File: src/hdl/mmp_pkg.sv
// ----------------------------------------------------------------------------
// mmp_pkg: shared types and helpers for the MIDI message parser
// Word layouts of both channels, the parse phase type and the table that
// gives the number of data bytes that follow a status byte.
// ----------------------------------------------------------------------------
`default_nettype none

package mmp_pkg;

	localparam int unsigned BYTE_W = 8;
	localparam int unsigned DATA_W = 7;

	// Real-time bytes start here and pass through at once.
	localparam logic [BYTE_W-1:0] REALTIME_FIRST = 8'hF8;
	// Status bytes from here on are system messages and never run.
	localparam logic [BYTE_W-1:0] SYSTEM_FIRST   = 8'hF0;

	typedef struct packed {
		logic [BYTE_W-1:0] rx_byte;
		logic              rx_error;
	} rx_word_t;

	typedef struct packed {
		logic [BYTE_W-1:0] msg_status;
		logic [DATA_W-1:0] msg_data1;
		logic [DATA_W-1:0] msg_data2;
	} msg_word_t;

	typedef enum logic [1:0] {
		PH_WAIT   = 2'd0,
		PH_ONLY   = 2'd1,
		PH_FIRST  = 2'd2,
		PH_SECOND = 2'd3
	} phase_t;

	typedef enum logic [1:0] {
		LEN_NONE = 2'd0,
		LEN_ZERO = 2'd1,
		LEN_ONE  = 2'd2,
		LEN_TWO  = 2'd3
	} data_len_t;

	// Number of data bytes that a status byte takes; LEN_NONE when the
	// byte is data or a status that is not assembled.
	function automatic data_len_t data_len(input logic [BYTE_W-1:0] s);
		data_len_t len;
		len = LEN_NONE;
		unique case (s[7:4])
			4'h8, 4'h9, 4'hA, 4'hB, 4'hE: len = LEN_TWO;
			4'hC, 4'hD:                   len = LEN_ONE;
			4'hF: begin
				unique case (s[3:0])
					4'h1, 4'h3: len = LEN_ONE;
					4'h2:       len = LEN_TWO;
					4'h6:       len = LEN_ZERO;
					default:    len = LEN_NONE;
				endcase
			end
			default: len = LEN_NONE;
		endcase
		return len;
	endfunction

endpackage

`default_nettype wire

File: src/hdl/mmp_parser.sv
// ----------------------------------------------------------------------------
// mmp_parser: running status message assembler
// Holds the parse state and turns one received word into at most one
// completed message in the cycle it is consumed.
// ----------------------------------------------------------------------------
`default_nettype none

module mmp_parser
	import mmp_pkg::*;
(
	input  wire logic      clk,
	input  wire logic      arst_n,
	input  wire logic      consume,
	input  wire rx_word_t  word,
	output logic           res_valid,
	output msg_word_t      res
);

	phase_t            phase_q, phase_n;
	logic [BYTE_W-1:0] held_status_q, held_status_n;
	logic [DATA_W-1:0] held_first_q, held_first_n;
	logic [BYTE_W-1:0] running_q, running_n;
	data_len_t         len_byte, len_run;

	always_ff @(posedge clk or negedge arst_n) begin
		if (!arst_n) begin
			phase_q       <= PH_WAIT;
			held_status_q <= '0;
			held_first_q  <= '0;
			running_q     <= '0;
		end else if (consume) begin
			phase_q       <= phase_n;
			held_status_q <= held_status_n;
			held_first_q  <= held_first_n;
			running_q     <= running_n;
		end
	end

	assign len_byte = data_len(word.rx_byte);
	assign len_run  = data_len(running_q);

	always_comb begin
		phase_n       = phase_q;
		held_status_n = held_status_q;
		held_first_n  = held_first_q;
		running_n     = running_q;
		res_valid     = 1'b0;
		res           = '{msg_status: word.rx_byte, msg_data1: '0, msg_data2: '0};

		if (word.rx_error) begin
			phase_n   = PH_WAIT;
			running_n = '0;
		end else if (word.rx_byte >= REALTIME_FIRST) begin
			// Real-time bytes go out at once and leave the parse alone.
			res_valid = 1'b1;
		end else if (word.rx_byte[7]) begin
			running_n = (word.rx_byte < SYSTEM_FIRST) ? word.rx_byte : '0;
			unique case (len_byte)
				LEN_NONE: phase_n = PH_WAIT;
				LEN_ZERO: begin
					held_status_n = word.rx_byte;
					phase_n       = PH_WAIT;
					res_valid     = 1'b1;
				end
				LEN_ONE: begin
					held_status_n = word.rx_byte;
					phase_n       = PH_ONLY;
				end
				LEN_TWO: begin
					held_status_n = word.rx_byte;
					phase_n       = PH_FIRST;
				end
				default: phase_n = PH_WAIT;
			endcase
		end else begin
			unique case (phase_q)
				PH_ONLY: begin
					phase_n   = PH_WAIT;
					res_valid = 1'b1;
					res       = '{msg_status: held_status_q,
					              msg_data1: word.rx_byte[DATA_W-1:0], msg_data2: '0};
				end
				PH_FIRST: begin
					held_first_n = word.rx_byte[DATA_W-1:0];
					phase_n      = PH_SECOND;
				end
				PH_SECOND: begin
					phase_n   = PH_WAIT;
					res_valid = 1'b1;
					res       = '{msg_status: held_status_q, msg_data1: held_first_q,
					              msg_data2: word.rx_byte[DATA_W-1:0]};
				end
				default: begin
					// Waiting: a data byte reuses the running status if any.
					if (running_q != '0) begin
						held_status_n = running_q;
						if (len_run == LEN_ONE) begin
							res_valid = 1'b1;
							res       = '{msg_status: running_q,
							              msg_data1: word.rx_byte[DATA_W-1:0],
							              msg_data2: '0};
						end else if (len_run == LEN_TWO) begin
							held_first_n = word.rx_byte[DATA_W-1:0];
							phase_n      = PH_SECOND;
						end else begin
							running_n = '0;
						end
					end
				end
			endcase
		end
	end

endmodule

`default_nettype wire

File: src/hdl/mmp_out_buf.sv
// ----------------------------------------------------------------------------
// mmp_out_buf: two-entry result buffer
// Output register plus one skid entry, so the parser can still push one
// more message after the receiver starts to stall.
// ----------------------------------------------------------------------------
`default_nettype none

module mmp_out_buf
	import mmp_pkg::*;
(
	input  wire logic      clk,
	input  wire logic      arst_n,
	input  wire logic      push,
	input  wire msg_word_t push_word,
	output logic           full,
	output logic           msg_valid,
	input  wire logic      msg_stall,
	output msg_word_t      msg_word
);

	logic [1:0] count_q;
	msg_word_t  head_q, skid_q;
	logic       pop;

	assign pop       = msg_valid && !msg_stall;
	assign msg_valid = (count_q != 2'd0);
	assign full      = (count_q == 2'd2);
	assign msg_word  = head_q;

	always_ff @(posedge clk or negedge arst_n) begin
		if (!arst_n) begin
			count_q <= 2'd0;
		end else begin
			count_q <= count_q + {1'b0, push} - {1'b0, pop};
		end
	end

	always_ff @(posedge clk) begin
		if (pop) begin
			if (count_q == 2'd2) begin
				head_q <= skid_q;
				if (push) begin
					skid_q <= push_word;
				end
			end else if (push) begin
				head_q <= push_word;
			end
		end else if (push) begin
			if (count_q == 2'd0) begin
				head_q <= push_word;
			end else begin
				skid_q <= push_word;
			end
		end
	end

endmodule

`default_nettype wire

File: src/hdl/midi_message_parser_top.sv
// ----------------------------------------------------------------------------
// midi_message_parser_top: MIDI message parser with running status
// Assembles MIDI messages from received UART bytes, one byte per cycle while rx_stall is low.
// ----------------------------------------------------------------------------
// Usage:
// The rx channel carries one received byte and its line-error flag per word.
// A word is taken at a rising edge where rx_valid is high and rx_stall low.
// The msg channel delivers one completed message per word (status, first
// and second data byte, unused data bytes are zero) under the same rule.
// Throughput is one rx word per cycle while rx_stall is low. A word first
// lands in an input register; the parser consumes it from there once the
// result buffer has room, updates its state and, if a message completes,
// writes it into the output buffer at the same edge. A message thus passes
// the input register and the output buffer before it is presented on msg.
// Real-time bytes come out at once, even inside a message, and an errored
// byte drops the partial message and clears running status.
// The output side is a two-entry buffer. When the receiver stalls, the
// parser keeps consuming until both entries are full, then holds the word
// in the input register and raises rx_stall; rx_stall comes from registers.
// Reset clears the parse state and running status and empties both stages.
// ----------------------------------------------------------------------------
`default_nettype none

module midi_message_parser_top
	import mmp_pkg::*;
(
	input  wire logic      clk,
	input  wire logic      arst_n,
	input  wire logic      rx_valid,
	output logic           rx_stall,
	input  wire rx_word_t  rx_word,
	output logic           msg_valid,
	input  wire logic      msg_stall,
	output msg_word_t      msg_word
);

	logic      valid_s1;
	rx_word_t  word_s1;
	logic      consume;
	logic      full;
	logic      res_valid;
	msg_word_t res;

	// The held word is consumed whenever the result buffer has room; the
	// input register is then free for the next word in the same cycle.
	assign consume  = valid_s1 && !full;
	assign rx_stall = valid_s1 && full;

	always_ff @(posedge clk or negedge arst_n) begin
		if (!arst_n) begin
			valid_s1 <= 1'b0;
		end else if (!rx_stall) begin
			valid_s1 <= rx_valid;
		end
	end

	always_ff @(posedge clk) begin
		if (rx_valid && !rx_stall) begin
			word_s1 <= rx_word;
		end
	end

	mmp_parser u_parser (
		.clk       (clk),
		.arst_n    (arst_n),
		.consume   (consume),
		.word      (word_s1),
		.res_valid (res_valid),
		.res       (res)
	);

	mmp_out_buf u_out_buf (
		.clk       (clk),
		.arst_n    (arst_n),
		.push      (consume && res_valid),
		.push_word (res),
		.full      (full),
		.msg_valid (msg_valid),
		.msg_stall (msg_stall),
		.msg_word  (msg_word)
	);

endmodule

`default_nettype wire

File: config.mk
export PLATFORM = sky130hd
export DESIGN_NAME = midi_message_parser_top
export DESIGN_NICKNAME = d
export VERILOG_FILES = /design/src/hdl/mmp_pkg.sv /design/src/hdl/mmp_parser.sv /design/src/hdl/mmp_out_buf.sv /design/src/hdl/midi_message_parser_top.sv
export SDC_FILE = /design/constraint.sdc
export NUM_CORES = 1
export LEC_CHECK = 0
export ABC_AREA = 1
export BUFFER_PORTS_ARGS = -buffer_cell sky130_fd_sc_hd__buf_2
export CORE_MARGIN = 4
export CORE_UTILIZATION = 61
export CTS_BUF_LIST = sky130_fd_sc_hd__clkbuf_4 sky130_fd_sc_hd__clkbuf_8
export DETAILED_ROUTE_END_ITERATION = 10
export HOLD_SLACK_MARGIN = 0.05
export PLACE_DENSITY_LB_ADDON = 0.05
export REMOVE_ABC_BUFFERS = 1
export SYNTH_ARGS = -nofsm -noshare
export SYNTH_HDL_FRONTEND = slang
export SYNTH_SLANG_ARGS = --single-unit
File: constraint.sdc
create_clock -name clk -period 4.4 [get_ports clk]
set_input_delay 0.88 -clock clk [delete_from_list [all_inputs] [get_ports clk]]
set_output_delay 0.88 -clock clk [all_outputs]
set_load 0.1 [all_outputs]
==> metrics <==
Hold WS=0.492 ns; fin crit share=65.0%; final hold vios=0; WS Path Type=reg2reg; CP max FO=22; setup bufs post-CTS=0; Tot GR Track Use=23.8%; reg-to-reg setup timing slack=1.54 ns; first-pass GRT wire length=14.0 mm; reg2reg start=word_s1[8]; CTS resizes=0; share of cells above drive strength 1=18.2%; status=complete, no violations; Slew Viols, Final=0; Post-Synthesis Cells=437; post-detail-place hpwl=6.13 mm; Worst-Margin Slew=1.16 ns; per-cell routed wire length=15.4 µm; r2r endpoint=u_out_buf.msg_word[11]; CP startpoint=word_s1[8]; syn avg cell area=9.16 µm²; diodes inserted=0; via count=3061; final core occ=70.2%; Post-DRT Antenna Nets=0; Die Y=89.0 µm; crit path DAT=2.83 ns; IO buf count=36; Worst Skew=0.0146 ns; routability congestion estimate=0.940; Post-Syn Area=4000 µm²; hold_buf cts=0; row cnt=29; TritonCTS Buffers=9; worst skew pair latency=0.36 ns; # Max-Cap Violations=0; die area=7920 µm²; leakage=2.02 nW; H-tree Lvls=3; CP endpoint kind=flip-flop; Clock transition at path regs=0.08 ns; largest net degree at the start of global routing=37; Seq/Total Area, Yosys=57.3%; Final setup viols=0; Initial Util=63.1%; CTS Buffer Depth=2; Iteration-0 DRC Markers=308; post-route setup TNS=0 ns; Max VDD drop=0.000610 V; vias per std cell=5.53; detailed-route DRC error count=0; initial antenna violation count=0; power per cell area=747 nW/µm²; synth-to-layout area growth=11.3%; Peak Freq=0.349 GHz; RSZ-0062 raised after global routing=false; first drt pass iteration count=5; critical path endpoint=u_out_buf.msg_word[11]; Netlist cell types=35; CTS tree=yes; Placeable Area=6350 µm²; Filler Cells Inserted=487; fin crit period=2.86 ns; synthesis-stage register bit count=81; clk sinks=81; vias in the first global route=2878; Startpoint Class=flip-flop; hold path cells=2; Die W=89.0 µm; total gr overflow=0; yosys warns=0; Hold Path Class=reg2reg; slew margin rel.=22.5%; Ports=37; Root Buffer=clkbuf_8; WL final=8.56 mm; Nets=487; Worst Reg2Reg Path Length in Cells=8; required time worst endpoint=4.37 ns
[layout by cell type (no fill, tap or decap), types with 2 or more instances in the layout]
cell	count
ha_1	2
o21ai_2	13
nand2_2	6
nand2_1	115
o21a_1	3
nor2_1	40
nand3_1	32
clkbuf_8	9
o211ai_1	7
a221oi_1	2
buf_2	36
edfxtp_1	53
or2_2	4
bufinv_16	3
o21ai_0	29
a21oi_1	14
nand4_1	5
dfrtp_1	28
nor3_1	7
inv_1	47
inv_2	3
xnor2_1	2
a31oi_1	2
[Yosys cell counts (all sizes together)]
master	instances	share of area (%)
nand2	121	12
edfxtp	53	40
inv	51	4.8
o21ai	43	6.6
nor2	42	4.4
nand3	33	4.2
dfrtp	28	17
a21oi	16	2.4
buf	7	1.4
nor3	7	0.87
o211ai	7	1.3
clkbuf	6	0.56
nand4	5	0.78
or2	5	0.78
a31oi	3	0.62
o21a	3	0.56
a221oi	2	0.44
ha	2	0.62
xnor2	2	0.44
a21boi	1	0.19
[worst min path at each step]
stage                                    startpoint                        end
final                     u_parser.held_status_q[4]  u_parser.held_status_q[4]
after global routing       u_parser.held_first_q[1]   u_parser.held_first_q[1]
after CTS                  u_parser.held_first_q[5]   u_parser.held_first_q[5]
after detailed placement   u_parser.held_first_q[5]   u_parser.held_first_q[5]
after global placement     u_parser.held_first_q[0]   u_parser.held_first_q[0]
after floorplan           u_parser.held_status_q[4]  u_parser.held_status_q[4]
[area by class of cell]
type,instances,area (µm²),area share (%)
sequential,81,2290,51.4
multi-input combinational,292,1440,32.4
inverter,51,194,4.35
timing repair buffer,37,188,4.21
clock buffer,9,124,2.78
clock inverter,7,118,2.64
tap,77,96.3,2.16
[through the flow]
stage	worst slack [ns]	instance area, µm²	total power [mW]	cells
after floorplan	1.03	3930	2.39	424
after global placement	1.62	4210	2.66	538
after detailed placement	1.52	4210	2.69	538
after CTS	1.51	4460	3.33	554
after global routing	1.16	4460	3.53	554
final	1.54	4460	3.33	554
[flip-flops by register name (all words and copies together), names as in the netlist]
name	flops
u_parser.phase_q	2
u_parser.held_status_q	8
u_out_buf.msg_word	22
u_parser.running_q	8
valid_s1	1
u_parser.held_first_q	7
u_out_buf.count_q	2
word_s1	9
u_out_buf.skid_q	22
[kinds of logic (layout without fill, tap and decap cells)]
family | after synthesis | count (layout) | share of synthesized area, %
adder cells (fa/ha/maj) | 2 | 2 | 0.625
flip-flops | 81 | 81 | 57.3
AND/OR/NAND/NOR | 213 | 213 | 22.8
AO/OA/AOI/OAI | 75 | 75 | 12.1
buffers and inverters | 64 | 104 | 6.78
XOR/XNOR | 2 | 2 | 0.438
[power by group]
group / switching [mW] / internal [mW] / leakage (nW) / total (mW)
registers: 0.161 / 1.07 / 0.878 / 1.23
logic: 1.12 / 0.328 / 1.02 / 1.45
clock network: 0.268 / 0.377 / 0.120 / 0.646
[critical path: stages, from the launching register on]
cell and delay (ns):
edfxtp_1 0.73, nand2_1 0.14, nor2_1 0.15, inv_1 0.09, nor2_1 0.17, nor2_1 0.06
nand3_1 0.09, nand2_1 0.11, a21boi_2 0.92
[routing by layer]
| layer | GRT usage [%] | up-vias | wire (µm) |
|---|---|---|---|
| li1 | - | 1530 | - |
| met1 | 31.8 | 1397 | 3810 |
| met2 | 37.9 | 109 | 3920 |
| met3 | 6.08 | 25 | 611 |
| met4 | 8.93 | 0 | 215 |
| met5 | 0 | - | 0 |
Note: power is estimated with default switching activity, not from simulation.
